--- src/cic_pkg.sv ---
// Shared constants, types and helper functions for the cone isolation check.
package cic_pkg;

  localparam int EVENT_DEPTH = 256;
  localparam int DEPTH_W     = $clog2(EVENT_DEPTH);
  localparam int CNT_W       = $clog2(EVENT_DEPTH + 1);
  localparam int IDX_W       = 8;
  localparam int CMP_W       = (CNT_W > IDX_W) ? CNT_W : IDX_W;

  localparam int ID_W        = 24;
  localparam int PT_W        = 16;
  localparam int ETA_W       = 13;
  localparam int PHI_W       = 12;
  localparam int CUT_W       = 12;
  localparam int RAD_W       = 24;
  localparam int FRAC_W      = 12;
  localparam int FRAC_SHIFT  = 8;
  localparam int SUM_W       = 24;
  localparam int FPROD_W     = FRAC_W + PT_W;
  localparam int ISO_W       = SUM_W + FRAC_SHIFT;
  localparam int DETA_W      = ETA_W + 1;
  localparam int ADETA_W     = ETA_W;
  localparam int DETA_SQ_W   = 2 * ADETA_W;
  localparam int DPHI_SQ_W   = 2 * PHI_W;
  localparam int R2_W        = DETA_SQ_W + 1;

  localparam int ADDR_W      = 5;
  localparam int DATA_W      = 32;
  localparam int REG_SEL_W   = ADDR_W - 2;

  localparam logic [REG_SEL_W-1:0] REG_WANTED_ID      = 3'd0;
  localparam logic [REG_SEL_W-1:0] REG_CAND_MIN_PT    = 3'd1;
  localparam logic [REG_SEL_W-1:0] REG_CAND_MAX_ETA   = 3'd2;
  localparam logic [REG_SEL_W-1:0] REG_TRACK_MAX_ETA  = 3'd3;
  localparam logic [REG_SEL_W-1:0] REG_TRACK_MIN_PT   = 3'd4;
  localparam logic [REG_SEL_W-1:0] REG_CONE_RADIUS_SQ = 3'd5;
  localparam logic [REG_SEL_W-1:0] REG_FRACTION_LIMIT = 3'd6;

  localparam logic OP_LOAD = 1'b0;
  localparam logic OP_TEST = 1'b1;

  localparam logic [ID_W-1:0] ID_NU_E       = 24'd12;
  localparam logic [ID_W-1:0] ID_NU_MU      = 24'd14;
  localparam logic [ID_W-1:0] ID_NU_TAU     = 24'd16;
  localparam logic [ID_W-1:0] ID_NEUTRALINO = 24'd1000022;
  localparam logic [ID_W-1:0] ID_DM         = 24'd8880022;

  localparam logic [PHI_W-1:0] PHI_HALF = 12'd2048;

  typedef struct packed {
    logic [ID_W-1:0]   wanted_id;
    logic [PT_W-1:0]   cand_min_pt;
    logic [CUT_W-1:0]  cand_max_eta;
    logic [CUT_W-1:0]  track_max_eta;
    logic [PT_W-1:0]   track_min_pt;
    logic [RAD_W-1:0]  cone_radius_sq;
    logic [FRAC_W-1:0] fraction_limit;
  } cfg_t;

  localparam cfg_t CFG_RESET = '{
    wanted_id:      24'd11,
    cand_min_pt:    16'd0,
    cand_max_eta:   12'd1630,
    track_max_eta:  12'd3260,
    track_min_pt:   16'd0,
    cone_radius_sq: 24'd106276,
    fraction_limit: 12'd26
  };

  typedef struct packed {
    logic [ID_W-1:0]         id;
    logic                    is_final;
    logic [PT_W-1:0]         pt;
    logic signed [ETA_W-1:0] eta;
    logic [PHI_W-1:0]        phi;
  } store_rec_t;

  typedef struct packed {
    logic            valid;
    logic [PT_W-1:0] pt;
  } hit_t;

  typedef enum logic [2:0] {
    ST_IDLE,
    ST_CHECK,
    ST_SCAN,
    ST_DRAIN,
    ST_DONE
  } state_t;

  function automatic logic [ETA_W-1:0] abs_eta(input logic signed [ETA_W-1:0] e);
    logic [ETA_W-1:0] u;
    u = e;
    return e[ETA_W-1] ? (~u + 1'b1) : u;
  endfunction

  function automatic logic is_invisible(input logic [ID_W-1:0] id);
    return (id == ID_NU_E) || (id == ID_NU_MU) || (id == ID_NU_TAU) ||
           (id == ID_NEUTRALINO) || (id == ID_DM);
  endfunction

endpackage

--- src/cic_regs.sv ---
// APB configuration register bank.
module cic_regs (
  input  logic                        clk,
  input  logic                        rst_n,
  input  logic                        psel,
  input  logic                        penable,
  input  logic                        pwrite,
  input  logic [cic_pkg::ADDR_W-1:0]  paddr,
  input  logic [cic_pkg::DATA_W-1:0]  pwdata,
  output logic [cic_pkg::DATA_W-1:0]  prdata,
  output logic                        pready,
  output cic_pkg::cfg_t               cfg
);
  import cic_pkg::*;

  cfg_t                 cfg_r;
  logic                 wr;
  logic [REG_SEL_W-1:0] sel;

  assign pready = 1'b1;
  assign wr     = psel & penable & pwrite;
  assign sel    = paddr[ADDR_W-1:2];
  assign cfg    = cfg_r;

  always_ff @(posedge clk) begin
    if (!rst_n) begin
      cfg_r <= CFG_RESET;
    end else if (wr) begin
      case (sel)
        REG_WANTED_ID:      cfg_r.wanted_id      <= pwdata[ID_W-1:0];
        REG_CAND_MIN_PT:    cfg_r.cand_min_pt    <= pwdata[PT_W-1:0];
        REG_CAND_MAX_ETA:   cfg_r.cand_max_eta   <= pwdata[CUT_W-1:0];
        REG_TRACK_MAX_ETA:  cfg_r.track_max_eta  <= pwdata[CUT_W-1:0];
        REG_TRACK_MIN_PT:   cfg_r.track_min_pt   <= pwdata[PT_W-1:0];
        REG_CONE_RADIUS_SQ: cfg_r.cone_radius_sq <= pwdata[RAD_W-1:0];
        REG_FRACTION_LIMIT: cfg_r.fraction_limit <= pwdata[FRAC_W-1:0];
        default: ;
      endcase
    end
  end

  always_comb begin
    case (sel)
      REG_WANTED_ID:      prdata = DATA_W'(cfg_r.wanted_id);
      REG_CAND_MIN_PT:    prdata = DATA_W'(cfg_r.cand_min_pt);
      REG_CAND_MAX_ETA:   prdata = DATA_W'(cfg_r.cand_max_eta);
      REG_TRACK_MAX_ETA:  prdata = DATA_W'(cfg_r.track_max_eta);
      REG_TRACK_MIN_PT:   prdata = DATA_W'(cfg_r.track_min_pt);
      REG_CONE_RADIUS_SQ: prdata = DATA_W'(cfg_r.cone_radius_sq);
      REG_FRACTION_LIMIT: prdata = DATA_W'(cfg_r.fraction_limit);
      default:            prdata = '0;
    endcase
  end

endmodule

--- config.mk ---
export PLATFORM = sky130hd
export DESIGN_NAME = cic_regs
export DESIGN_NICKNAME = d
export VERILOG_FILES = /design/src/cic_pkg.sv /design/src/cic_regs.sv
export SDC_FILE = /design/constraint.sdc
export NUM_CORES = 1
export LEC_CHECK = 0
export BUFFER_PORTS_ARGS = -buffer_cell sky130_fd_sc_hd__buf_2
export CORE_MARGIN = 4
export CORE_UTILIZATION = 41
export DETAILED_ROUTE_END_ITERATION = 16
export PLACE_DENSITY = 0.67
export SKIP_LAST_GASP = 1
export SLEW_MARGIN = 0
export SYNTH_ARGS = -nofsm -noshare
export SYNTH_HDL_FRONTEND = slang
export SYNTH_SLANG_ARGS = --single-unit
--- constraint.sdc ---
create_clock -name clk -period 4.3 [get_ports clk]
set_input_delay 1.29 -clock clk [delete_from_list [all_inputs] [get_ports clk]]
set_output_delay 1.29 -clock clk [all_outputs]
set_load 0.02 [all_outputs]
# Yosys cells after proc, flatten, opt, wreduce, memory -nomap -nowiden

Cells that the tools add are included.

Reductions and logical operators: 8
Multiplexer cells: 1
Equality and inequality tests: 6
Bitwise operators: 2

Operators by type and width:

| cell               | count |
|---|---|
| $pmux 24 s7        | 1 |
| $reduce_and 2->1   | 7 |
| $eq 3x3->1 const B | 3 |
| $eq 3x2->1 const B | 2 |
| $eq 3x1->1 const B | 1 |
| $logic_not 3->1    | 1 |
| $and 1x1->1        | 2 |

Bits of input ports: 42
Output and inout bits: 149
Word-level logic and storage cells: 24
Register bits after elaboration: 116

# Depth between registers and ports, before layout

Gate-level depths: netlist of the first run.

Depth in word-level cells: 3
Gate-level depth with buffers: 6

# Worst setup path before layout of the first run

OpenSTA, ideal clock, no wires.

Kind: in2out
Start: input port paddr[2] in the netlist's numbering
End: output port prdata[16] in the netlist's numbering
Arrival time: 2364 ps
Path slack: 646 ps
Stages on the path: 5
Path buffers: 2
Cell sequence: buf_4 > buf_2 > nor2_1 > a22oi_1 > nor2_1

Cells in the longest elaborated chain, start to end: 2

RTL lines:

| what                               | line           | RTL |
|---|---|---|
| start: declaration                 | cic_regs.sv:8  | `input logic [cic_pkg::ADDR_W-1:0] paddr,` |
| $eq 3x3->1 (tied with other cells) | cic_regs.sv:43 | `case (sel)` |
| $pmux 24 s7 (*)                    | cic_regs.sv:43 |  |
| end: declaration                   | cic_regs.sv:10 | `output logic [cic_pkg::DATA_W-1:0] prdata,` |

Every way passes the cells marked *; elsewhere a longest branch is shown, timed or not.

# Worst setup path in the final report of the first run

Start: input port paddr[3] in the netlist's numbering
End: output port prdata[2] in the netlist's numbering

The elaborated chain is that of the path after synthesis.

==> results.yml, run 1 <==
power_and_ir_drop:
  p_per_area_mw_per_mm2: 395
  irDropWorstVdd_mv: 0.211
  leakage_nw: 3.31
  total_power_mw: 2.70
timing:
  fin_worst_skew_ns: 0
  finalCritPeriodShare_pct: 98.4
  worst_pin_slew_ns: 1.09
  period_needed_ns: 4.23
  clock.fmax_ghz: 0.236
  setup_tns_ns: 0
  rsz0062_at_grt: "no"
  finalMaxSlewViolations: 0
  max_slew_margin_pct: 27.2
  finalSetupViolCount: 0
  finalHoldViolCount: 0
synthesis:
  yosysSeqAreaShare_pct: 43.2
  synth_edf_count: 0
  synth_seq_cells: 116
  post-synth-top-area-cell: "dfxtp_1"
  synth.area.top_cells: "dfxtp_1, mux2i_1, nand2_1"
  yosysUniqueCellTypes: 37
  synthArstFlopShare_pct: 0
  syn_avg_cell_area_um2: 9.49
  yosysWarnings: 0
  netlist_instances: 566
  yosys_most_used_dff: "dfxtp_1"
  syn_area_mm2: 0.00537
  synth_top_area_share_pct: 43.2
finish:
  diodes: 0
  multi_input_area_mm2: 0.00272
  nets: 763
  layout-drive-gt1-share_pct: 32.2
  seqCellArea_mm2: 0.00232
  largest_reg_flops: 116
  syn_to_final_growth_pct: 27.4
  fill_cells: 1187
setup_path:
  path_class: "input port to output pin"
  cp_common_cell: "buf_2"
  worstPathArrival_ns: 2.94
  critPathTopFamily: "simple AND/OR/NAND/NOR gates"
  cpPeakStageDelay_ns: 0.84
  cp-end-kind: "output pin"
  path_cells: "buf_2, nor2b_2, a221oi_1, o22ai_1, buf_2"
  cp_max_fo: 19
  worst_path_max_delay_cell: "nor2b_2"
  start_kind: "input port"
  required_ns: 3.01
  cp.buffers_inverters: 2
drt:
  remaining_drc_errors: 0
  viasPerCell: 5.53
  vias: 5009
  routed_wl_mm: 17.3
  wl_per_cell_um: 19.1
  ant_nets: 0
  dr.first_iter.drc_count: 297
  drt-pass1-iter-count: 5
placed_design:
  dp_hpwl_mm: 12.0
  place_congestion: 0.809
  io_buffers: 171
floorplan:
  die_area_mm2: 0.0150
  start_util_pct: 42.2
  die_w_um: 122
  ios: 191
  die_y_um: 122
  rows: 41
  design.core.area_mm2: 0.0127
cts:
  htreeDepth: 4
  clk_pin_slew_ns: 0.05
  post_cts_buffers: 0
  cts_hold_buf: 0
  cts_resized: 0
  numCtsBuffers: 17
  clkLatencyLatePin_ns: 0.42
  clk_path_buf_depth: 2
  cts-root-buf: "clkbuf_16"
  cts_sinks: 116
  cts_tree: "built"
global_route:
  grt_pass1_wl_mm: 26.8
  grt_pass1_vias: 4902
  antenna_found_initial: 0
  global_route.usage.total_pct: 23.3
  gr-total-overflow: 0
  grt_max_degree: 83
job:
  cap_violations: 0
run_status:
  outcome: "finished, final reports clean"
hold_path:
  min_path_type: "flop to flop"
-- per-stage QoR --
stage                     utilization, %  std cells  instance area (µm²)  hold slack [ns]  setup WS, ns
after CTS                           53.8        906                 6840            0.477        0.0944
final                               53.8        906                 6840            0.478        0.0700
after global routing                53.8        906                 6840            0.483        0.0312
after detailed placement            49.2        874                 6260            0.464        0.0993
after floorplan                        -        573                 5400            0.542         0.646
after global placement              49.2        874                 6260            0.455         0.104
-- cell type report --
cell class	instances	area share, %
repair buffers	184	14.3
flip-flops and latches	116	33.9
clock inverters	10	1.54
multi-input cells	395	39.7
clock buffers	22	6.93
well taps	172	3.14
inverters	7	0.384
-- cells in the final DEF (no fill, tap or decap), types with 2 or more instances in the layout --
cell,count
buf_2,170
dfxtp_1,116
nand2_1,114
mux2i_1,99
nand3_1,39
o21ai_0,25
clkbuf_16,17
a22oi_1,16
buf_4,12
o211ai_1,11
o21a_1,9
nor2_1,9
conb_1,9
mux4_2,8
a221oi_1,8
a31oi_1,8
o22ai_1,8
nor2b_1,7
inv_1,6
clkinv_2,6
o2bb2ai_1,3
mux2_2,3
nor2_4,3
nand2_4,3
clkbuf_8,3
nand2b_1,2
bufinv_16,2
clkbuf_1,2
clkinvlp_4,2
buf_12,2
-- cell families (layout without fill, tap and decap cells) --
group / count (synthesis) / after routing / share of synthesized area, %
simple gates: 186 / 186 / 16.3
flops: 116 / 116 / 43.2
mux: 110 / 110 / 22.4
compound gates: 90 / 90 / 11.3
buf+inv: 62 / 223 / 6.68
other cells: 2 / 9 / 0.140
-- synthesized netlist by cell type (8+ instances only) --
| master | count |
|---|---|
| o22ai_1 | 8 |
| nor2b_1 | 8 |
| nand2_1 | 114 |
| o21ai_0 | 25 |
| o21a_1 | 9 |
| o211ai_1 | 11 |
| a31oi_1 | 8 |
| buf_4 | 16 |
| a221oi_1 | 8 |
| clkbuf_1 | 15 |
| buf_2 | 11 |
| nor2_1 | 9 |
| dfxtp_1 | 116 |
| a22oi_1 | 16 |
| mux4_2 | 8 |
| nand3_1 | 39 |
| mux2i_1 | 99 |
-- per-layer routing --
| layer | wire length, µm | vias to the layer above | global-route usage [%] |
|---|---|---|---|
| li1 | - | 2311 | - |
| met1 | 7240 | 2437 | 29.3 |
| met2 | 8380 | 226 | 38.6 |
| met3 | 1210 | 35 | 5.35 |
| met4 | 429 | 0 | 9.45 |
| met5 | 0 | - | 0 |
-- worst reg2reg max path, cell delays in order, from the launching register on --
cell,delay [ns]
dfxtp_1,0.32
o21ai_0,0.10
o211ai_1,0.13
-- final timing paths --
path / depth (start not counted) / slack, ns / end / start
setup / recovery: 5 / 0.07 / prdata[2] / paddr[3]
hold / removal: 2 / 0.48 / cfg[71] / cfg[71]
setup reg to reg: 2 / 3.61 / cfg[55] / cfg[55]
hold reg to reg: 2 / 0.48 / cfg[71] / cfg[71]
-- power breakdown --
part,total [mW],internal (mW),switching (mW)
logic,0.226,0.0724,0.154
clock network,1.38,0.890,0.490
registers,1.09,1.09,0.00782
No activity file was read; power rests on OpenSTA's default activity.
==> run 2: changes to the inputs <==
PLACE_DENSITY = 0.68   (was 0.67)
==> run 2 against run 1 <==
Against the previous run: final area rose by 0.16%; utilization increased by 0.088 points; non-clock buffer count increased by 4; cell count increased by 0.44%; count of clock-buffer cells in the layout is 5 lower; maximum frequency increased by 2.2%.
==> results.yml, run 2 (synthesis gave the netlist of run 1 again) <==
drt:
  viasPerCell: 5.47
  dr.first_iter.drc_count: 386
  vias: 4981
  routed_wl_mm: 17.4
  remaining_drc_errors: 0
  ant_nets: 0
  drt-pass1-iter-count: 7
  wl_per_cell_um: 19.1
cts:
  cts_tree: "built"
  clk_pin_slew_ns: 0.05
  cts-root-buf: "clkbuf_16"
  cts_sinks: 116
  clk_path_buf_depth: 2
  numCtsBuffers: 17
  htreeDepth: 4
  clkLatencyLatePin_ns: 0.39
  post_cts_buffers: 0
power_and_ir_drop:
  irDropWorstVdd_mv: 0.232
  p_per_area_mw_per_mm2: 386
  leakage_nw: 3.30
  total_power_mw: 2.65
timing:
  fin_worst_skew_ns: 0
  rsz0062_at_grt: "no"
  finalMaxSlewViolations: 0
  period_needed_ns: 4.14
  worst_pin_slew_ns: 0.921
  max_slew_margin_pct: 38.4
  setup_tns_ns: 0
  finalCritPeriodShare_pct: 96.3
  clock.fmax_ghz: 0.242
  finalHoldViolCount: 0
  finalSetupViolCount: 0
floorplan:
  die_y_um: 122
  ios: 191
  start_util_pct: 42.2
  rows: 41
  die_w_um: 122
  die_area_mm2: 0.0150
  design.core.area_mm2: 0.0127
setup_path:
  start_kind: "input port"
  required_ns: 3.01
  cp_max_fo: 27
  worstPathArrival_ns: 2.85
  cp.buffers_inverters: 4
  worst_path_max_delay_cell: "buf_4"
  cpPeakStageDelay_ns: 0.40
  cp-end-kind: "output pin"
  path_class: "input port to output pin"
  regToRegStartpoint: "cfg[55]"
  path_cells: "buf_2, buf_4, buf_4, mux2i_1, o2bb2ai_1, mux2_2, buf_2"
  critPathTopFamily: "buffers and inverters"
  cp-startpoint: "paddr[3]"
finish:
  final_cell_mix: "buf_2, dfxtp_1, nand2_1, mux2i_1, nand3_1"
  nets: 767
  layout-drive-gt1-share_pct: 32.9
  syn_to_final_growth_pct: 27.6
  final_common_cell: "buf_2"
  diodes: 0
  largest_reg_flops: 116
global_route:
  grt_pass1_vias: 4976
  grt_max_degree: 70
  grt_pass1_wl_mm: 27.1
  global_route.usage.total_pct: 23.3
  gr-total-overflow: 0
  antenna_found_initial: 0
run_status:
  outcome: "finished, final reports clean"
placed_design:
  dp_hpwl_mm: 12.1
  io_buffers: 171
  place_congestion: 0.859
job:
  cap_violations: 0
hold_path:
  min_path_type: "flop to flop"
  hold_path.startpoint: "cfg[45]"
==> run 2: changes by cell type in the layout (fill, tap and decap cells not counted), sizes merged <==
cell      delta
buf          +4
inv          +4
bufinv       -1
clkbuf       -5
clkinvlp     +5
clkinv       -3
==> run 2: power breakdown <==
part / total, mW / switching [mW] / internal [mW]
logic: 0.231 / 0.156 / 0.0745
registers: 1.09 / 0.00791 / 1.08
clock network: 1.32 / 0.526 / 0.797
total: 2.65 / 0.690 / 1.96
==> run 2: final timing paths <==
path                to  slack, ns  cells after the start
max reg2reg    cfg[55]       3.54                      2
max          prdata[7]       0.16                      7
min reg2reg    cfg[45]       0.47                      2
min            cfg[45]       0.47                      2
==> run 2: final cells by class <==
cell class	instances	area [µm²]
Tap cell	172	215
Fill cell	1179	5870
Inverter	7	26.3
Timing Repair Buffer	188	1010
Multi-Input combinational cell	395	2720
Clock inverter	15	133
Sequential cell	116	2320
Clock buffer	17	425
==> run 2: layer usage <==
metal	wire (µm)	track usage, %	vias to the layer above
li1	-	-	2305
met1	7220	29.7	2434
met2	8680	39.5	222
met3	1240	5.07	20
met4	268	7.00	0
met5	0	0	-
==> run 2: what timing repair did <==
| item | CTS | global route |
|---|---|---|
| resized for setup | 1 | 0 |
| hold buffers | 0 | 0 |
| endpoints found under the setup margin | 5 | 0 |
==> run 2: tightest hold or removal path: stages, from the launching register on <==
cell and delay, ns:
dfxtp_1 0.32, nand2_1 0.05, mux2i_1 0.05
==> run 2: stage by stage <==
step / hold slack, ns / cell area, µm² / utilization (%) / worst slack, ns / cells
after global placement: 0.455 / 6290 / 49.5 / 0.0547 / 878
final: 0.474 / 6860 / 53.9 / 0.160 / 910
after CTS: 0.474 / 6860 / 53.9 / 0.152 / 910
after global routing: 0.503 / 6860 / 53.9 / 0.0826 / 910
after floorplan: 0.542 / 5400 / - / 0.646 / 573
after detailed placement: 0.465 / 6290 / 49.5 / -0.0386 / 878
==> run 3: changes to the inputs <==
REMOVE_ABC_BUFFERS = 1   (was default)
==> run 3 against run 2 <==
Against the previous run: total power up 6.2%; register-to-register slack better by 0.04 ns; setup slack better by 0.070 ns; count of clock-buffer cells in the layout up 4; sequential share of layout area down 0.25 points; cell count down 0.11%; clock power up 12%; final area up 0.73%; sequential power about the same; highest routed layer unchanged.
==> results.yml, run 3 (synthesis gave the netlist of run 1 again) <==
global_route:
  use_met3_pct: 6.04
  antenna_found_initial: 0
  global_route.usage.total_pct: 24.2
  grt-busiest-layer: "met2"
  gr-total-overflow: 0
  grt_max_degree: 74
  use_met2_pct: 39.6
  grt_use_met1_pct: 31.3
  grt_pass1_wl_mm: 27.5
  grt_pass1_vias: 4935
timing:
  rsz0062_at_grt: "no"
  fin_ws_ns: 0.230
  finalSetupViolCount: 0
  finalCritPeriodShare_pct: 94.6
  whs_ns: 0.472
  max_slew_margin_pct: 40.4
  fin_worst_skew_ns: 0
  setup_tns_ns: 0
  finalMaxSlewViolations: 0
  clock.fmax_ghz: 0.246
  finalHoldViolCount: 0
  period_needed_ns: 4.07
  worst_pin_slew_ns: 0.891
setup_path:
  worst_path_max_delay_cell: "a221oi_1"
  rr_endpoint: "cfg[56]"
  cp.buffers_inverters: 4
  cp_max_fo: 9
  path_class: "input port to output pin"
  required_ns: 3.01
  worstPathArrival_ns: 2.78
  crit_cells: 7
  start_kind: "input port"
  cp-end-kind: "output pin"
  r2r_setup_slack_ns: 3.58
  regToRegStartpoint: "cfg[56]"
  critPathTopFamily: "buffers and inverters"
  cp-endpoint: "prdata[9]"
  reg2regPathDepth: 2
  path_cells: "buf_2, buf_4, nor2b_2, buf_4, a221oi_1, o22ai_1, buf_2"
  cp-startpoint: "paddr[4]"
  cpPeakStageDelay_ns: 0.35
placed_design:
  dp.cells: 878
  place_area_mm2: 0.00628
  io_buffers: 171
  dp_hpwl_mm: 12.1
  place_congestion: 0.825
  detailedPlace.worstSlack_ns: 0.124
job:
  cap_violations: 0
drt:
  wl_per_cell_um: 19.5
  vias: 4935
  remaining_drc_errors: 0
  dr.first_iter.drc_count: 514
  drt-pass1-iter-count: 5
  ant_nets: 0
  routed_wl_mm: 17.7
  viasPerCell: 5.43
floorplan:
  start_util_pct: 42.2
  design.core.area_mm2: 0.0127
  ios: 191
  rows: 41
  die_area_mm2: 0.0150
  die_y_um: 122
  die_w_um: 122
power_and_ir_drop:
  internal_power_mw: 2.15
  total_power_mw: 2.81
  switchingPower_mw: 0.659
  p_comb_share_pct: 8.3
  p_per_area_mw_per_mm2: 407
  leakage_nw: 3.34
  switching_share_pct: 23.5
  power_frac_seq_pct: 38.9
  irDropWorstVdd_mv: 0.180
  clock_power_share_pct: 52.8
cts:
  clkLatencyLatePin_ns: 0.41
  cts_sinks: 116
  cts-root-buf: "clkbuf_16"
  cts_hold_buf: 0
  post_cts_buffers: 0
  numCtsBuffers: 17
  clk_pin_slew_ns: 0.05
  cts_tree: "built"
  clk_path_buf_depth: 2
  htreeDepth: 4
hold_path:
  holdPathStages: 2
  min_path_type: "flop to flop"
  hold_path.startpoint: "cfg[46]"
finish:
  final_common_cell: "buf_2"
  fin_area_mm2: 0.00691
  largest_reg_flops: 116
  post-route-util_pct: 54.3
  nets: 767
  final_cell_mix: "buf_2, dfxtp_1, nand2_1, mux2i_1, nand3_1"
  syn_to_final_growth_pct: 28.5
  layout-drive-gt1-share_pct: 32.6
  diodes: 0
  final_cells: 909
run_status:
  outcome: "finished, final reports clean"
[run 3: cell count changes in the layout (fill, tap and decap cells not counted), sizes merged]
| cell | change |
|---|---|
| clkinv | +1 |
| inv | -4 |
| clkbuf | +4 |
| bufinv | +3 |
| clkinvlp | -5 |
[run 3: how the worst min path moves through the flow]
stage / to / slack, ns
2_1_floorplan: cfg[43] / 0.54
3_3_place_gp: cfg[48] / 0.45
3_5_place_dp: cfg[34] / 0.46
4_1_cts: cfg[46] / 0.47
5_1_grt: cfg[51] / 0.48
6_report: cfg[46] / 0.47
[run 3: area by class of cell]
type	instances	area (µm²)
fill	1203	5820
multi-input combinational	395	2730
sequential	116	2320
timing repair buffer	188	998
clock buffer	21	460
tap	172	215
clock inverter	10	155
inverter	7	26.3
[run 3: power by group through the flow]
| stage | sequential, mW | combinational (mW) | clock, mW |
|---|---|---|---|
| 2_1_floorplan | 1.13 | 0.0966 | 0 |
| 3_3_place_gp | 1.11 | 0.226 | 0 |
| 3_5_place_dp | 1.12 | 0.231 | 0 |
| 4_1_cts | 1.09 | 0.231 | 1.50 |
| 5_1_grt | 1.09 | 0.251 | 1.56 |
| 6_report | 1.09 | 0.233 | 1.48 |
[run 3: layer usage]
metal / share of wire, % / up-vias
li1: - / 2316
met1: 43 / 2386
met2: 48 / 213
met3: 7.9 / 20
met4: 1.5 / 0
met5: 0 / -
[run 3: worst reg2reg max path: stages, from the launching register on]
cell and delay (ns):
dfxtp_1 0.33, o21ai_0 0.08, o211ai_1 0.14
[run 3: timing repair]
action                                 CTS  global route
endpoints found under the hold margin    0             0
resized for setup                        0             1
setup endpoints to repair                0             1
