File: src/cic_pkg.sv
// Shared constants, types and helper functions for the cone isolation check.
package cic_pkg;

  localparam int EVENT_DEPTH = 256;
  localparam int DEPTH_W     = $clog2(EVENT_DEPTH);
  localparam int CNT_W       = $clog2(EVENT_DEPTH + 1);
  localparam int IDX_W       = 8;
  localparam int CMP_W       = (CNT_W > IDX_W) ? CNT_W : IDX_W;

  localparam int ID_W        = 24;
  localparam int PT_W        = 16;
  localparam int ETA_W       = 13;
  localparam int PHI_W       = 12;
  localparam int CUT_W       = 12;
  localparam int RAD_W       = 24;
  localparam int FRAC_W      = 12;
  localparam int FRAC_SHIFT  = 8;
  localparam int SUM_W       = 24;
  localparam int FPROD_W     = FRAC_W + PT_W;
  localparam int ISO_W       = SUM_W + FRAC_SHIFT;
  localparam int DETA_W      = ETA_W + 1;
  localparam int ADETA_W     = ETA_W;
  localparam int DETA_SQ_W   = 2 * ADETA_W;
  localparam int DPHI_SQ_W   = 2 * PHI_W;
  localparam int R2_W        = DETA_SQ_W + 1;

  localparam int ADDR_W      = 5;
  localparam int DATA_W      = 32;
  localparam int REG_SEL_W   = ADDR_W - 2;

  localparam logic [REG_SEL_W-1:0] REG_WANTED_ID      = 3'd0;
  localparam logic [REG_SEL_W-1:0] REG_CAND_MIN_PT    = 3'd1;
  localparam logic [REG_SEL_W-1:0] REG_CAND_MAX_ETA   = 3'd2;
  localparam logic [REG_SEL_W-1:0] REG_TRACK_MAX_ETA  = 3'd3;
  localparam logic [REG_SEL_W-1:0] REG_TRACK_MIN_PT   = 3'd4;
  localparam logic [REG_SEL_W-1:0] REG_CONE_RADIUS_SQ = 3'd5;
  localparam logic [REG_SEL_W-1:0] REG_FRACTION_LIMIT = 3'd6;

  localparam logic OP_LOAD = 1'b0;
  localparam logic OP_TEST = 1'b1;

  localparam logic [ID_W-1:0] ID_NU_E       = 24'd12;
  localparam logic [ID_W-1:0] ID_NU_MU      = 24'd14;
  localparam logic [ID_W-1:0] ID_NU_TAU     = 24'd16;
  localparam logic [ID_W-1:0] ID_NEUTRALINO = 24'd1000022;
  localparam logic [ID_W-1:0] ID_DM         = 24'd8880022;

  localparam logic [PHI_W-1:0] PHI_HALF = 12'd2048;

  typedef struct packed {
    logic [ID_W-1:0]   wanted_id;
    logic [PT_W-1:0]   cand_min_pt;
    logic [CUT_W-1:0]  cand_max_eta;
    logic [CUT_W-1:0]  track_max_eta;
    logic [PT_W-1:0]   track_min_pt;
    logic [RAD_W-1:0]  cone_radius_sq;
    logic [FRAC_W-1:0] fraction_limit;
  } cfg_t;

  localparam cfg_t CFG_RESET = '{
    wanted_id:      24'd11,
    cand_min_pt:    16'd0,
    cand_max_eta:   12'd1630,
    track_max_eta:  12'd3260,
    track_min_pt:   16'd0,
    cone_radius_sq: 24'd106276,
    fraction_limit: 12'd26
  };

  typedef struct packed {
    logic [ID_W-1:0]         id;
    logic                    is_final;
    logic [PT_W-1:0]         pt;
    logic signed [ETA_W-1:0] eta;
    logic [PHI_W-1:0]        phi;
  } store_rec_t;

  typedef struct packed {
    logic            valid;
    logic [PT_W-1:0] pt;
  } hit_t;

  typedef enum logic [2:0] {
    ST_IDLE,
    ST_CHECK,
    ST_SCAN,
    ST_DRAIN,
    ST_DONE
  } state_t;

  function automatic logic [ETA_W-1:0] abs_eta(input logic signed [ETA_W-1:0] e);
    logic [ETA_W-1:0] u;
    u = e;
    return e[ETA_W-1] ? (~u + 1'b1) : u;
  endfunction

  function automatic logic is_invisible(input logic [ID_W-1:0] id);
    return (id == ID_NU_E) || (id == ID_NU_MU) || (id == ID_NU_TAU) ||
           (id == ID_NEUTRALINO) || (id == ID_DM);
  endfunction

endpackage

File: src/cic_cone.sv
// Pipelined track cut and eta-phi distance unit, one stored particle per cycle.
module cic_cone (
  input  logic                         clk,
  input  logic                         rst_n,
  input  logic                         in_valid,
  input  logic [cic_pkg::DEPTH_W-1:0]  in_idx,
  input  cic_pkg::store_rec_t          rec,
  input  logic [cic_pkg::DEPTH_W-1:0]  cand_idx,
  input  logic signed [cic_pkg::ETA_W-1:0] ceta,
  input  logic [cic_pkg::PHI_W-1:0]    cphi,
  input  cic_pkg::cfg_t                cfg,
  output cic_pkg::hit_t                hit,
  output logic                         busy
);
  import cic_pkg::*;

  logic signed [DETA_W-1:0] deta;
  logic [DETA_W-1:0]        deta_u;
  logic [DETA_W-1:0]        adeta_full;
  logic [PHI_W-1:0]         dphi_raw;
  logic [PHI_W-1:0]         dphi;
  logic                     pass;
  logic [DETA_SQ_W-1:0]     deta_sq;
  logic [DPHI_SQ_W-1:0]     dphi_sq;
  logic [R2_W-1:0]          r2;

  logic                 v1_r, pass1_r;
  logic [ADETA_W-1:0]   adeta1_r;
  logic [PHI_W-1:0]     dphi1_r;
  logic [PT_W-1:0]      pt1_r;
  logic                 v2_r, pass2_r;
  logic [DETA_SQ_W-1:0] deta_sq2_r;
  logic [DPHI_SQ_W-1:0] dphi_sq2_r;
  logic [PT_W-1:0]      pt2_r;
  logic                 hit_v_r;
  logic [PT_W-1:0]      hit_pt_r;

  always_comb begin
    deta       = DETA_W'(rec.eta) - DETA_W'(ceta);
    deta_u     = deta;
    adeta_full = deta[DETA_W-1] ? (~deta_u + 1'b1) : deta_u;
    dphi_raw   = rec.phi - cphi;
    dphi       = (dphi_raw > PHI_HALF) ? (~dphi_raw + 1'b1) : dphi_raw;
    pass       = (in_idx != cand_idx) && rec.is_final && !is_invisible(rec.id) &&
                 (abs_eta(rec.eta) < ADETA_W'(cfg.track_max_eta)) &&
                 (rec.pt > cfg.track_min_pt);
  end

  always_ff @(posedge clk) begin
    if (!rst_n) begin
      v1_r <= 1'b0;
    end else begin
      v1_r <= in_valid;
    end
    pass1_r  <= pass;
    adeta1_r <= adeta_full[ADETA_W-1:0];
    dphi1_r  <= dphi;
    pt1_r    <= rec.pt;
  end

  assign deta_sq = adeta1_r * adeta1_r;
  assign dphi_sq = dphi1_r * dphi1_r;

  always_ff @(posedge clk) begin
    if (!rst_n) begin
      v2_r <= 1'b0;
    end else begin
      v2_r <= v1_r;
    end
    pass2_r    <= pass1_r;
    deta_sq2_r <= deta_sq;
    dphi_sq2_r <= dphi_sq;
    pt2_r      <= pt1_r;
  end

  assign r2 = R2_W'(deta_sq2_r) + R2_W'(dphi_sq2_r);

  always_ff @(posedge clk) begin
    if (!rst_n) begin
      hit_v_r <= 1'b0;
    end else begin
      hit_v_r <= v2_r && pass2_r && (r2 < R2_W'(cfg.cone_radius_sq));
    end
    hit_pt_r <= pt2_r;
  end

  assign hit.valid = hit_v_r;
  assign hit.pt    = hit_pt_r;
  assign busy      = v1_r | v2_r;

endmodule

File: config.mk
export PLATFORM = sky130hd
export DESIGN_NAME = cic_cone
export DESIGN_NICKNAME = d
export VERILOG_FILES = /design/src/cic_pkg.sv /design/src/cic_cone.sv
export SDC_FILE = /design/constraint.sdc
export NUM_CORES = 1
export LEC_CHECK = 0
export BUFFER_PORTS_ARGS = -buffer_cell sky130_fd_sc_hd__buf_2
export CORE_ASPECT_RATIO = 2
export CORE_MARGIN = 2
export CORE_UTILIZATION = 54
export DETAILED_ROUTE_END_ITERATION = 16
export PLACE_DENSITY = 0.76
export SYNTH_ARGS = -nofsm -noshare
export SYNTH_HDL_FRONTEND = slang
export SYNTH_SLANG_ARGS = --single-unit
File: constraint.sdc
create_clock -name clk -period 13.5 [get_ports clk]
set_input_delay 0.675 -clock clk [delete_from_list [all_inputs] [get_ports clk]]
set_output_delay 0.675 -clock clk [all_outputs]
set_load 0.1 [all_outputs]
# [After elaboration in Yosys (flattened, before gate mapping)]
# Cells that the tools add are included.
[word_totals] register_bits=128 in_bits=226 word_cells=48 output_inout_bits=18
[classes] n_mux=3 mul=2 bitwise=4 n_addsub=6 magnitude_cmp=4 eq_ne=6 n_reduce_logical=11
[ops] cell="$eq A24 B4 Y1 const B" count=2
[ops] cell="$add A26 B24 Y27" count=1
[ops] cell="$lt A27 B24 Y1" count=1
[ops] cell="$add A13 B1 Y13 const B" count=2
[ops] cell="$mul A13 B13 Y26" count=1
[ops] cell="$mux W13" count=2
[ops] cell="$not A13 Y13" count=2
[ops] cell="$eq A24 B20 Y1 const B" count=1
[ops] cell="$eq A24 B24 Y1 const B" count=1
[ops] cell="$eq A24 B5 Y1 const B" count=1
[ops] cell="$mul A12 B12 Y24" count=1
[ops] cell="$gt A16 B16 Y1" count=1
[ops] cell="$sub A13 B13 Y14" count=1
[ops] cell="$lt A13 B12 Y1" count=1
[ops] cell="$add A12 B1 Y12 const B" count=1
[ops] cell="$gt A12 B12 Y1 const B" count=1
[ops] cell="$mux W12" count=1
[ops] cell="$not A12 Y12" count=1
[ops] cell="$sub A12 B12 Y12" count=1
[ops] cell="$ne A8 B8 Y1" count=1
[ops] cell="$logic_and A1 B1 Y1" count=6
[ops] cell="$logic_or A1 B1 Y1" count=4
[ops] cell="$logic_not A1 Y1" count=1
[ops] cell="$or A1 B1 Y1" count=1

# [Longest topological paths before layout]
# Gate-level depths: netlist (run 1).
[depth] word_depth=9 ltp_mapped=22 depth_no_buf=21

# [Worst setup path after synthesis (run 1)]
# No wires, ideal clock.
[synth_timing] kind="flip-flop to flip-flop" start="register dphi1_r[2]" end="register dphi_sq2_r[23]" setup_slack_ps=8059 n_path_buf=1 period_less_slack_ps=5441 required_ps=13428 t_arrival_ps=5369 setup_ps=72 path_stages_with_launch=23 cell_sequence="dfxtp_1 clkbuf_1 and2_1 inv_1 fa_1 inv_1 fa_1 inv_1 fa_1 inv_1 fa_1 inv_1 fa_1 inv_1 ha_1 a21o_1 a21o_1 a21oi_1 o21ai_0 a2111oi_0 o21bai_1 a21oi_1 xnor2_1"
[synth_between] elab_chain_cells=1
[synth_lines] element="start, declared" line="cic_cone.sv:29" rtl="logic [PHI_W-1:0] dphi1_r;"
[synth_lines] element="start signal, assigned" line="cic_cone.sv:57" rtl="dphi1_r <= dphi;"
[synth_lines] element="$mul A12 B12 Y24" line="cic_cone.sv:62" rtl="assign dphi_sq = dphi1_r * dphi1_r;"
[synth_lines] element="net dphi_sq[23]" line="cic_cone.sv:24" rtl="logic [DPHI_SQ_W-1:0] dphi_sq;"
[synth_lines] element="end signal, assigned" line="cic_cone.sv:72" rtl="dphi_sq2_r <= dphi_sq;"
[synth_lines] element="end, declared" line="cic_cone.sv:33" rtl="logic [DPHI_SQ_W-1:0] dphi_sq2_r;"
# The timed path passes the listed nets, and every way through them passes these cells.
# A chain may end at the register's enable or synchronous reset.

# [Final worst setup path (run 1)]
[layout_timing] start="register dphi1_r[4]" end="register dphi_sq2_r[23]"
# The elaborated chain is that of the path after synthesis.

==> results of run 1 <==
cell families after synthesis:
| family | Yosys count | synth area share [%] |
|---|---|---|
| buffers and inverters | 493 | 11.8 |
| adders and majority gates | 412 | 41.2 |
| and+or+nand+nor | 408 | 13.2 |
| AOI/OAI and AO/OA | 246 | 10.5 |
| DFF | 126 | 15.9 |
| xor gates and xnor gates | 120 | 6.74 |
| muxes | 9 | 0.625 |
cell usage in the layout, fill, tap and decap left out, types with 3 or more instances in the layout:
master,n
nand2b_1,18
nor4_1,10
a31oi_1,13
xor2_1,48
inv_6,4
nand4b_1,3
buf_2,179
nand2_1,124
o21ai_0,38
mux2_2,5
nor2b_1,15
fa_1,182
a211oi_1,11
o21ai_1,5
inv_1,461
or2_2,9
dfxtp_1,126
a2111oi_0,3
xnor2_1,70
o21a_1,8
o31ai_1,6
nand3_1,19
nor3_1,21
a211oi_2,4
ha_1,230
inv_8,6
o21bai_1,11
nor2_1,63
or4_1,3
clkbuf_16,17
nand3b_1,3
a211o_1,3
or3_1,13
diode_2,3
and2_1,72
a21o_1,43
a31o_2,4
a21oi_1,66
nand4_1,14
and3_1,10
critical path: cells and delay by family (launching register included):
| kind | cells | cell delay (ns) |
|---|---|---|
| AO/OA/AOI/OAI | 7 | 1.70 |
| flip-flops | 1 | 0.62 |
| buffers and inverters | 5 | 0.41 |
| XOR/XNOR | 1 | 0.13 |
| adder cells (fa/ha/maj) | 6 | 2.90 |
| AND/OR/NAND/NOR | 1 | 0.27 |
layout make-up:
class                   count  area [µm²]
clock inverters            15         160
diodes                      3        7.51
multi-input cells        1195       11400
well taps                 360         450
flip-flops and latches    126        2520
repair buffers            179         896
clock buffers              17         425
inverters                 461        1730
fillers                  2503       11200
state kept, by name (all words and copies together) (netlist names):
register and count:
deta_sq2_r 25, dphi_sq2_r 23, hit_pt_r 16, pt1_r 16, pt2_r 16, adeta1_r 13
dphi1_r 12, hit_v_r 1, pass1_r 1, pass2_r 1, v1_r 1, v2_r 1
per-layer routing:
| layer | routed length (µm) | vias up | global-route usage [%] | share of wire, % |
|---|---|---|---|---|
| met5 | 27 | - | 0 | 0.080 |
| met4 | 1560 | 4 | 11.8 | 4.6 |
| met3 | 1120 | 106 | 3.39 | 3.3 |
| met2 | 19500 | 276 | 47.0 | 57 |
| met1 | 11800 | 5946 | 21.6 | 35 |
| li1 | - | 6057 | - | - |
synth_stat cells, drive strengths merged (13+ instances only):
master and n:
nor2b 15, nand4 15, xor2 50, inv 461, nor3 22, nand2b 18, clkbuf 29, a211oi 15
ha 230, a21o 44, dfxtp 126, a21oi 66, nor2 64, nand2 124, o21ai 44, nand3 19
a31oi 13, fa 182, and2 73, or3 14, xnor2 70
metrics by stage:
step | setup slack, ns | util, % | cells | hold slack (ns)
floorplan | 8.06 | - | 1814 | 0.310
global placement | 7.47 | 59.1 | 2321 | 0.310
detailed placement | 7.40 | 59.1 | 2321 | 0.312
CTS | 7.38 | 61.1 | 2353 | 0.327
global route | 7.05 | 61.1 | 2354 | 0.331
finish | 7.38 | 61.1 | 2356 | 0.323
worst max path at each step:
stage	from	slack (ns)	end
finish	dphi1_r[4]	7.38	dphi_sq2_r[23]
global route	dphi1_r[8]	7.05	dphi_sq2_r[23]
CTS	dphi1_r[8]	7.38	dphi_sq2_r[23]
detailed placement	dphi1_r[8]	7.40	dphi_sq2_r[23]
global placement	dphi1_r[8]	7.47	dphi_sq2_r[23]
floorplan	dphi1_r[2]	8.06	dphi_sq2_r[23]
==> summary.md, run 1 <==
| Metric | Value |
|---|---|
| Synth area leader | `fa_1` |
| Total grt overflow | `0` |
| Die Y | `246 µm` |
| DRC Markers | `0` |
| Setup Buffers After CTS | `0` |
| Crit path max fanout | `11` |
| Final number of setup-violating endpoints | `0` |
| Core Box Area | `28800 µm²` |
| CTS Buf Count | `17` |
| Reg-to-Reg Start | `dphi1_r[4]` |
| HP Class | `flop to flop` |
| Mapped Nets | `2452` |
| 1st-pass router iterations | `4` |
| Final nets | `2618` |
| Synthesized area per cell | `8.72 µm²` |
| Top cells by area, synth | `fa_1 23%, ha_1 18%, dfxtp_1 16%` |
| Clock transition at path regs | `0.07 ns` |
| Via/cell ratio | `5.26` |
| Fin area | `17600 µm²` |
| # H-tree levels | `4` |
| Hold path start | `pt2_r[11]` |
| Via count | `12400` |
| DP Area | `17000 µm²` |
| Flop-to-flop setup slack | `7.38 ns` |
| Area Growth Syn to Fin | `11.4%` |
| Die X | `125 µm` |
| Hold buffer count at CTS | `0` |
| Worst r2r path cells | `20` |
| Clock buffer depth | `2` |
| Largest net degree at the start of global routing | `18` |
| GR Util All Layers | `23.1%` |
| CP Class | `flop to flop` |
| CP cell instances | `inv_1 > nor2_1 > fa_1 > fa_1 > inv_1 > fa_1 > inv_1 > fa_1 > inv_1 > fa_1 > inv_1 > ha_1 > a21o_1 > a21o_1 > a21oi_1 > o21ai_0 > a2111oi_0 > o21bai_1 > a21oi_1 > xnor2_1` |
| CTS tree | `built` |
| Hold Crit Endpoint | `hit_pt_r[11]` |
| Io pins | `244` |
| Critical Path RT | `13.87 ns` |
| First-pass GRT wire length | `57700 µm` |
| Initial antenna violation count | `5` |
| Share of cells above drive strength 1 | `12.5%` |
| Placement row count | `88` |
| Yosys warns | `0` |
| Root Buffer | `clkbuf_16` |
| Clock Skew | `0.00527 ns` |
| Drt wl/cell | `14.4 µm` |
| Min Tclk post-route | `6.12 ns` |
| Clock latency on the worst-skew pair | `0.44 ns` |
| Initial drt markers | `350` |
| Status | `completed` |
| GPL Wtd Cong | `0.876` |
| Setup_tns | `0 ns` |
| Final worst-path cycle share | `45.4%` |
| Cells after synthesis | `1814` |
| Distinct cells, synth | `74` |
| Cts repair resizes | `0` |
| Max_cap viols | `0` |
| Post-synth EDFFs | `0` |
| #FFs+latches synth | `126` |
| Unrepaired setup endpoints after global routing | `false` |
| Final Hold Fails | `0` |
| Die footprint | `30800 µm²` |
| Share of the synthesized area in the top cell type | `23.0%` |
| Register area share after synthesis | `15.9%` |
| Detailed placement HPWL | `29100 µm` |
| Vias in the first global route | `13400` |
| Max-slew headroom | `37.0%` |
| Top_reg_cell synth | `dfxtp_1` |
| Hold Path Stages | `0` |
| Cell Area, Synth | `15800 µm²` |
| RR Endpoint | `dphi_sq2_r[23]` |
| CP Capture Type | `flop` |
| Buffers on Ports | `179` |
| F_max | `0.163 GHz` |
| Startpoint Class | `flop` |
| FFs w/ async S/R, synth | `0%` |
| Final wirelength | `33900 µm` |
| Antenna-violating nets left | `0` |
| Crit path DAT | `6.50 ns` |
| CP max stage delay | `0.63 ns` |
| Slowest cell on crit path | `a2111oi_0` |
| Initial Util | `54.8%` |
| Measured slew at the worst slew-check pin | `0.941 ns` |
| Slew Viols, Final | `0` |
| CTS sink cnt | `126` |
Power of run 1 is not shown: default switching activity piles up to over one toggle a cycle in this logic, so the estimate is an artifact.
==> inputs of run 2 (changes only) <==
Settings changed: ABC_AREA set to 1.
Clock period 13.5 ns to 5.78 ns, I/O delays scaled along.
==> run 2 against run 1 <==
Global-route usage grew 3.2 points. Die area grew 6.5%. Clock-buffer cell count is the same. Worst setup slack lost 7.0 ns. Synthesized area grew 6.6%. Critical endpoint is now deta_sq2_r[23]. Synthesized cell count up 26%. Via count increased by 18%. Critical path depth is the same.
==> summary.md, run 2 <==
| Metric | Value |
|---|---|
| Post-synth EDFFs | `0 (unchanged)` |
| Fin area | `19000 µm² (+7.9%)` |
| Core Box Area | `30900 µm² (+7.0%)` |
| Cell Area, Synth | `16900 µm² (+6.6%)` |
| Slew Viols, Final | `0 (unchanged)` |
| Antenna-violating nets left | `0 (unchanged)` |
| Clock latency on the worst-skew pair | `0.43 ns (about the same)` |
| HP Class | `input port to flop` |
| Initial drt markers | `471 (+35%)` |
| Placement row count | `91 (+3.4%)` |
| Max_cap viols | `0 (unchanged)` |
| Vias in the first global route | `16200 (+21%)` |
| Startpoint Class | `flop` |
| Clock transition at path regs | `0.06 ns (about the same)` |
| Final wirelength | `40600 µm (+20%)` |
| Largest net degree at the start of global routing | `17 (-1)` |
| Flop-to-flop setup slack | `0.38 ns (-7.00 ns)` |
| Via/cell ratio | `5.03 (-4.3%)` |
| CTS tree | `built` |
| Initial Util | `54.7% (-0.17 points)` |
| Final worst-path cycle share | `93.5% (+48 points)` |
| Final number of setup-violating endpoints | `0 (unchanged)` |
| N_diodes | `0 (-3)` |
| Most common cell after layout, fill and taps aside | `inv_1` |
| Measured slew at the worst slew-check pin | `0.639 ns (-0.301 ns)` |
| DP Area | `18300 µm² (+7.3%)` |
| #FFs+latches synth | `126 (unchanged)` |
| Final nets | `3118 (+19%)` |
| Initial antenna violation count | `0 (-5)` |
| Synthesized area per cell | `7.39 µm² (-15%)` |
| Root Buffer | `clkbuf_16` |
| 1st-pass router iterations | `5 (+1)` |
| Die Y | `254 µm (+3.2%)` |
| Top_reg_cell synth | `dfxtp_1` |
| FFs w/ async S/R, synth | `0% (unchanged)` |
| Distinct cells, synth | `44 (-41%)` |
| Die X | `129 µm (+3.2%)` |
| Top cells by area, synth | `fa_1 22%, ha_1 17%, dfxtp_1 15%` |
| First-pass GRT wire length | `68700 µm (+19%)` |
| F_max | `0.185 GHz (+13%)` |
| GPL Wtd Cong | `0.936 (+6.9%)` |
| Via count | `14700 (+18%)` |
| CP Capture Type | `flop` |
| Detailed placement HPWL | `35300 µm (+21%)` |
| Io pins | `244 (unchanged)` |
| # H-tree levels | `4 (unchanged)` |
| Share of the synthesized area in the top cell type | `21.6% (-1.4 points)` |
| DRC Markers | `0 (unchanged)` |
| CP Class | `flop to flop` |
| Setup_tns | `0 ns (unchanged)` |
| GR Util All Layers | `26.3% (+3.2 points)` |
| Die footprint | `32800 µm² (+6.5%)` |
| Yosys warns | `0 (unchanged)` |
| Register area share after synthesis | `15.0% (-0.99 points)` |
| Drt wl/cell | `13.9 µm (-3.2%)` |
| Unrepaired setup endpoints after global routing | `false` |
| Top flop regs | `deta_sq2_r: 25 flops, dphi_sq2_r: 23 flops` |
| Top post-synthesis cells by count | `634 x inv_1, 502 x nand2_1, 230 x ha_1, 182 x fa_1, 126 x dfxtp_1` |
| Synth area leader | `fa_1` |
| Clock buffer depth | `2 (unchanged)` |
| Total grt overflow | `0 (unchanged)` |
| Critical Path RT | `6.08 ns (-7.79 ns)` |
| Min Tclk post-route | `5.40 ns (-0.720 ns)` |
| Clock Skew | `0.0154 ns (+0.0102 ns)` |
| Count leader, synth | `inv_1` |
| Max reg flops | `25 (unchanged)` |
| Share of cells above drive strength 1 | `10.5% (-2.0 points)` |
| Crit path max fanout | `12 (+1)` |
| Most frequent cells in the layout | `634 x inv_1, 502 x nand2_1, 230 x ha_1` |
| CTS Buf Count | `17 (unchanged)` |
| Final Hold Fails | `0 (unchanged)` |
| Status | `completed` |
| Post-layout util | `61.6% (+0.52 points)` |
| Crit path DAT | `5.71 ns (-0.79 ns)` |
| Hold_ws | `0.0199 ns (-0.303 ns)` |
| CTS sink cnt | `126 (unchanged)` |
| Setup Buffers After CTS | `0 (unchanged)` |
| Most flop-heavy register | `deta_sq2_r` |
| Area Growth Syn to Fin | `12.7%` |
| Mapped Nets | `2922 (+19%)` |
| Max-slew headroom | `57.3% (+20 points)` |
| Cells after synthesis | `2284 (+26%)` |
| Buffers on Ports | `179 (unchanged)` |
[run 2: cells by family after synthesis]
| group | Yosys count | share of synthesized area (%) |
|---|---|---|
| xor+xnor | 107 | 5.60 |
| flops | 126 | 15.0 |
| buf+inv | 665 | 14.8 |
| compound gates | 198 | 6.47 |
| fa+ha+maj | 412 | 38.7 |
| simple gates | 776 | 19.5 |
[run 2: critical path, stage by stage (launching register included)]
cell     delay, ns
dfxtp_1       0.65
nand2_1       0.19
fa_1          0.57
inv_1         0.06
fa_1          0.53
inv_1         0.05
fa_1          0.55
inv_1         0.06
fa_1          0.53
inv_1         0.06
fa_1          0.54
inv_1         0.05
ha_1          0.39
nand2_1       0.07
inv_1         0.09
nand3_1       0.12
nor3_1        0.24
nand4_1       0.13
nand3_1       0.16
a21oi_1       0.10
xor2_1        0.15
[run 2: cell type report]
cell class	count	area, µm²
tap	418	523
fill	2770	11800
clock buffer	17	425
inverter	636	2390
clock inverter	15	184
sequential	126	2520
timing repair buffer	206	1130
multi-input combinational	1493	11800
[run 2: final timing paths]
path         cells after the start         from        endpoint
max reg2reg                     20  adeta1_r[2]  deta_sq2_r[23]
min reg2reg                      0     pt2_r[5]     hit_pt_r[5]
max                             20  adeta1_r[2]  deta_sq2_r[23]
min                              1      rec[29]        pt1_r[4]
[run 2: layer usage]
metal	track usage, %	wire, µm	share of wire (%)
met5	0	0	0
met4	15.8	2290	5.6
met3	3.16	1270	3.1
met2	55.0	24000	59
met1	22.3	13000	32
[run 2: metrics by stage]
step,std cells,worst slack [ns]
2_1_floorplan,2284,0.886
3_3_place_gp,2866,0.462
3_5_place_dp,2866,0.392
4_1_cts,2911,0.356
5_1_grt,2911,0.0152
6_report,2911,0.377
[run 2: timing repair]
item                                    in CTS  in global routing
hold buffers                                13                  0
endpoints found under the setup margin       0                  2
hold endpoints to repair                    13                  0
gates resized for setup                      0                  1
Power of run 2 is left out for the same reason.
==> inputs of run 3 (changes only) <==
Settings changed: CORE_MARGIN 2 to 4, MAX_ROUTING_LAYER set to met4.
==> run 3 against run 2 <==
Global-route usage down 1.2 points. Hold slack better by 0.047 ns. Clock-buffer cell count up 3. Register-to-register slack better by 0.03 ns. Largest cell class unchanged.
==> summary.md, run 3 (synthesized netlist as in run 2, its figures left out) <==
| Metric | Value |
|---|---|
| Status | `completed` |
| F_max | `0.186 GHz (+0.60%)` |
| Crit path max fanout | `12 (unchanged)` |
| Hold Crit Endpoint | `v1_r` |
| Most frequent cells in the layout | `634 x inv_1, 502 x nand2_1, 230 x ha_1` |
| Hold path start | `in_valid` |
| Initial antenna violation count | `2 (+2)` |
| Max reg flops | `25 (unchanged)` |
| Unrepaired setup endpoints after global routing | `false` |
| Largest net degree at the start of global routing | `17 (unchanged)` |
| CP cell instances | `nand2_1 > fa_1 > inv_1 > fa_1 > inv_1 > fa_1 > inv_1 > fa_1 > inv_1 > fa_1 > inv_1 > ha_1 > nand2_1 > inv_1 > nand3_1 > nor3_1 > nand4_1 > nand3_1 > nand2_1 > nand3_1 > xnor2_1` |
| Flop-to-flop setup slack | `0.41 ns (+0.03 ns)` |
| Clock latency on the worst-skew pair | `0.43 ns (about the same)` |
| Min Tclk post-route | `5.37 ns (-0.0324 ns)` |
| Via count | `14700 (+0.30%)` |
| Share of cells above drive strength 1 | `10.4% (-0.11 points)` |
| Startpoint Class | `flop` |
| Number of buffers and inverters on the critical path | `6 (unchanged)` |
| Die X | `133 µm (+3.1%)` |
| First-pass GRT wire length | `68400 µm (-0.48%)` |
| Detailed placement HPWL | `35300 µm (-0.22%)` |
| GR Util All Layers | `25.1% (-1.2 points)` |
| Top flop regs | `deta_sq2_r: 25 flops, dphi_sq2_r: 23 flops` |
| Crit path DAT | `5.71 ns (about the same)` |
| Die Y | `258 µm (+1.6%)` |
| Cell family with most CP delay | `adder cells` |
| HP Class | `input port to flop` |
| Measured slew at the worst slew-check pin | `0.630 ns (-0.00908 ns)` |
| Clock Skew | `0.00974 ns (-0.00569 ns)` |
| Final wirelength | `40600 µm (about the same)` |
| Max-slew headroom | `57.9% (+0.61 points)` |
| Max_cap viols | `0 (unchanged)` |
| GPL Wtd Cong | `0.958 (+2.3%)` |
| Hold Path Stages | `3 (+2)` |
| Most frequent CP cell | `inv_1` |
| CTS tree | `built` |
| CP Class | `flop to flop` |
| Core Box Area | `30900 µm² (unchanged)` |
| Final Hold Fails | `0 (unchanged)` |
| FILL cells | `2825 (+2.0%)` |
| Final worst-path cycle share | `92.9% (-0.56 points)` |
| Root Buffer | `clkbuf_16` |
| DRC Markers | `0 (unchanged)` |
| Die footprint | `34300 µm² (+4.7%)` |
| CP Capture Type | `flop` |
| RR Endpoint | `deta_sq2_r[25]` |
| Most flop-heavy register | `deta_sq2_r` |
| Placement row count | `91 (unchanged)` |
| Drt wl/cell | `13.9 µm (about the same)` |
| CTS sink cnt | `126 (unchanged)` |
| Final nets | `3116 (-0.064%)` |
| 1st-pass router iterations | `5 (unchanged)` |
| Critical Path RT | `6.12 ns (+0.04 ns)` |
| # H-tree levels | `4 (unchanged)` |
| Slew Viols, Final | `0 (unchanged)` |
| Initial Util | `54.7% (unchanged)` |
| Setup_tns | `0 ns (unchanged)` |
| Most common cell after layout, fill and taps aside | `inv_1` |
| Buffers on Ports | `179 (unchanged)` |
| Antenna-violating nets left | `0 (unchanged)` |
| Reg-to-Reg Start | `adeta1_r[2]` |
| Slowest cell on crit path | `dfxtp_1` |
| Initial drt markers | `495 (+5.1%)` |
| Final number of setup-violating endpoints | `0 (unchanged)` |
| Worst r2r path cells | `21 (+5.0%)` |
| Setup Buffers After CTS | `0 (unchanged)` |
| CTS Buf Count | `17 (unchanged)` |
| Clock buffer depth | `2 (unchanged)` |
| Total grt overflow | `0 (unchanged)` |
| CP max stage delay | `0.65 ns (about the same)` |
| Vias in the first global route | `16000 (-1.1%)` |
| Io pins | `244 (unchanged)` |
| Via/cell ratio | `5.05 (+0.30%)` |
| Area Growth Syn to Fin | `12.6% (about the same)` |
| Clock transition at path regs | `0.06 ns (about the same)` |
run 3: cell types whose count changed in the layout (fill, tap and decap cells not counted):
cell	delta
buf_4	-5
bufinv_16	-1
clkbuf_1	+1
clkbuf_8	+2
clkinv_2	-1
clkinvlp_4	-1
dfxtp_1	-4
dfxtp_2	+4
diode_2	+3
dlygate4sd3_1	+3
inv_6	-1
run 3: worst min-delay path, stage by stage:
cell,delay [ns]
buf_2,0.08
nand2_1,0.04
inv_1,0.04
run 3: final cells by class:
type / count / area (µm²) / area share [%]
Tap cell: 418 / 523 / 2.75
Timing Repair Buffer: 204 / 1120 / 5.91
Clock buffer: 20 / 457 / 2.40
Sequential cell: 126 / 2530 / 13.3
Multi-Input combinational cell: 1493 / 11800 / 62.3
Clock inverter: 11 / 133 / 0.698
Antenna cell: 3 / 7.51 / 0.0395
Inverter: 636 / 2390 / 12.6
run 3: per-stage QoR:
stage                     instance area (µm²)  std cells  hold WS, ns  utilization [%]  setup WS [ns]
after floorplan                         16900       2284        0.310                -          0.886
after global placement                  18200       2861        0.310             59.1          0.474
after detailed placement                18200       2861        0.313             59.1          0.399
after CTS                               19000       2908       0.0470             61.5          0.357
after global routing                    19000       2910       0.0634             61.6         0.0229
final                                   19000       2911       0.0667             61.6          0.410
run 3: how the worst max path moves through the flow:
stage	from	end	slack, ns	cells past startpoint
after floorplan	adeta1_r[12]	deta_sq2_r[23]	0.89	21
after global placement	adeta1_r[4]	deta_sq2_r[23]	0.47	20
after detailed placement	adeta1_r[1]	deta_sq2_r[23]	0.40	18
after CTS	adeta1_r[1]	deta_sq2_r[25]	0.36	19
after global routing	adeta1_r[2]	deta_sq2_r[25]	0.02	21
final	adeta1_r[2]	deta_sq2_r[25]	0.41	21
run 3: what timing repair did:
item | 4_1_cts | 5_1_grt
hold buffers | 16 | 0
endpoints found under the setup margin | 0 | 1
gates resized for setup | 0 | 5
hold endpoints to repair | 16 | 0
run 3: routing by layer:
layer / track usage (%) / part of all wire, % / wire (µm) / vias up
li1: - / - / - / 7281
met1: 21.1 / 32 / 13100 / 6873
met2: 50.4 / 58 / 23600 / 380
met3: 3.10 / 3.1 / 1280 / 164
met4: 15.1 / 6.4 / 2600 / 0
met5: - / 0 / 0 / -
Power of run 3 is left out for the same reason.
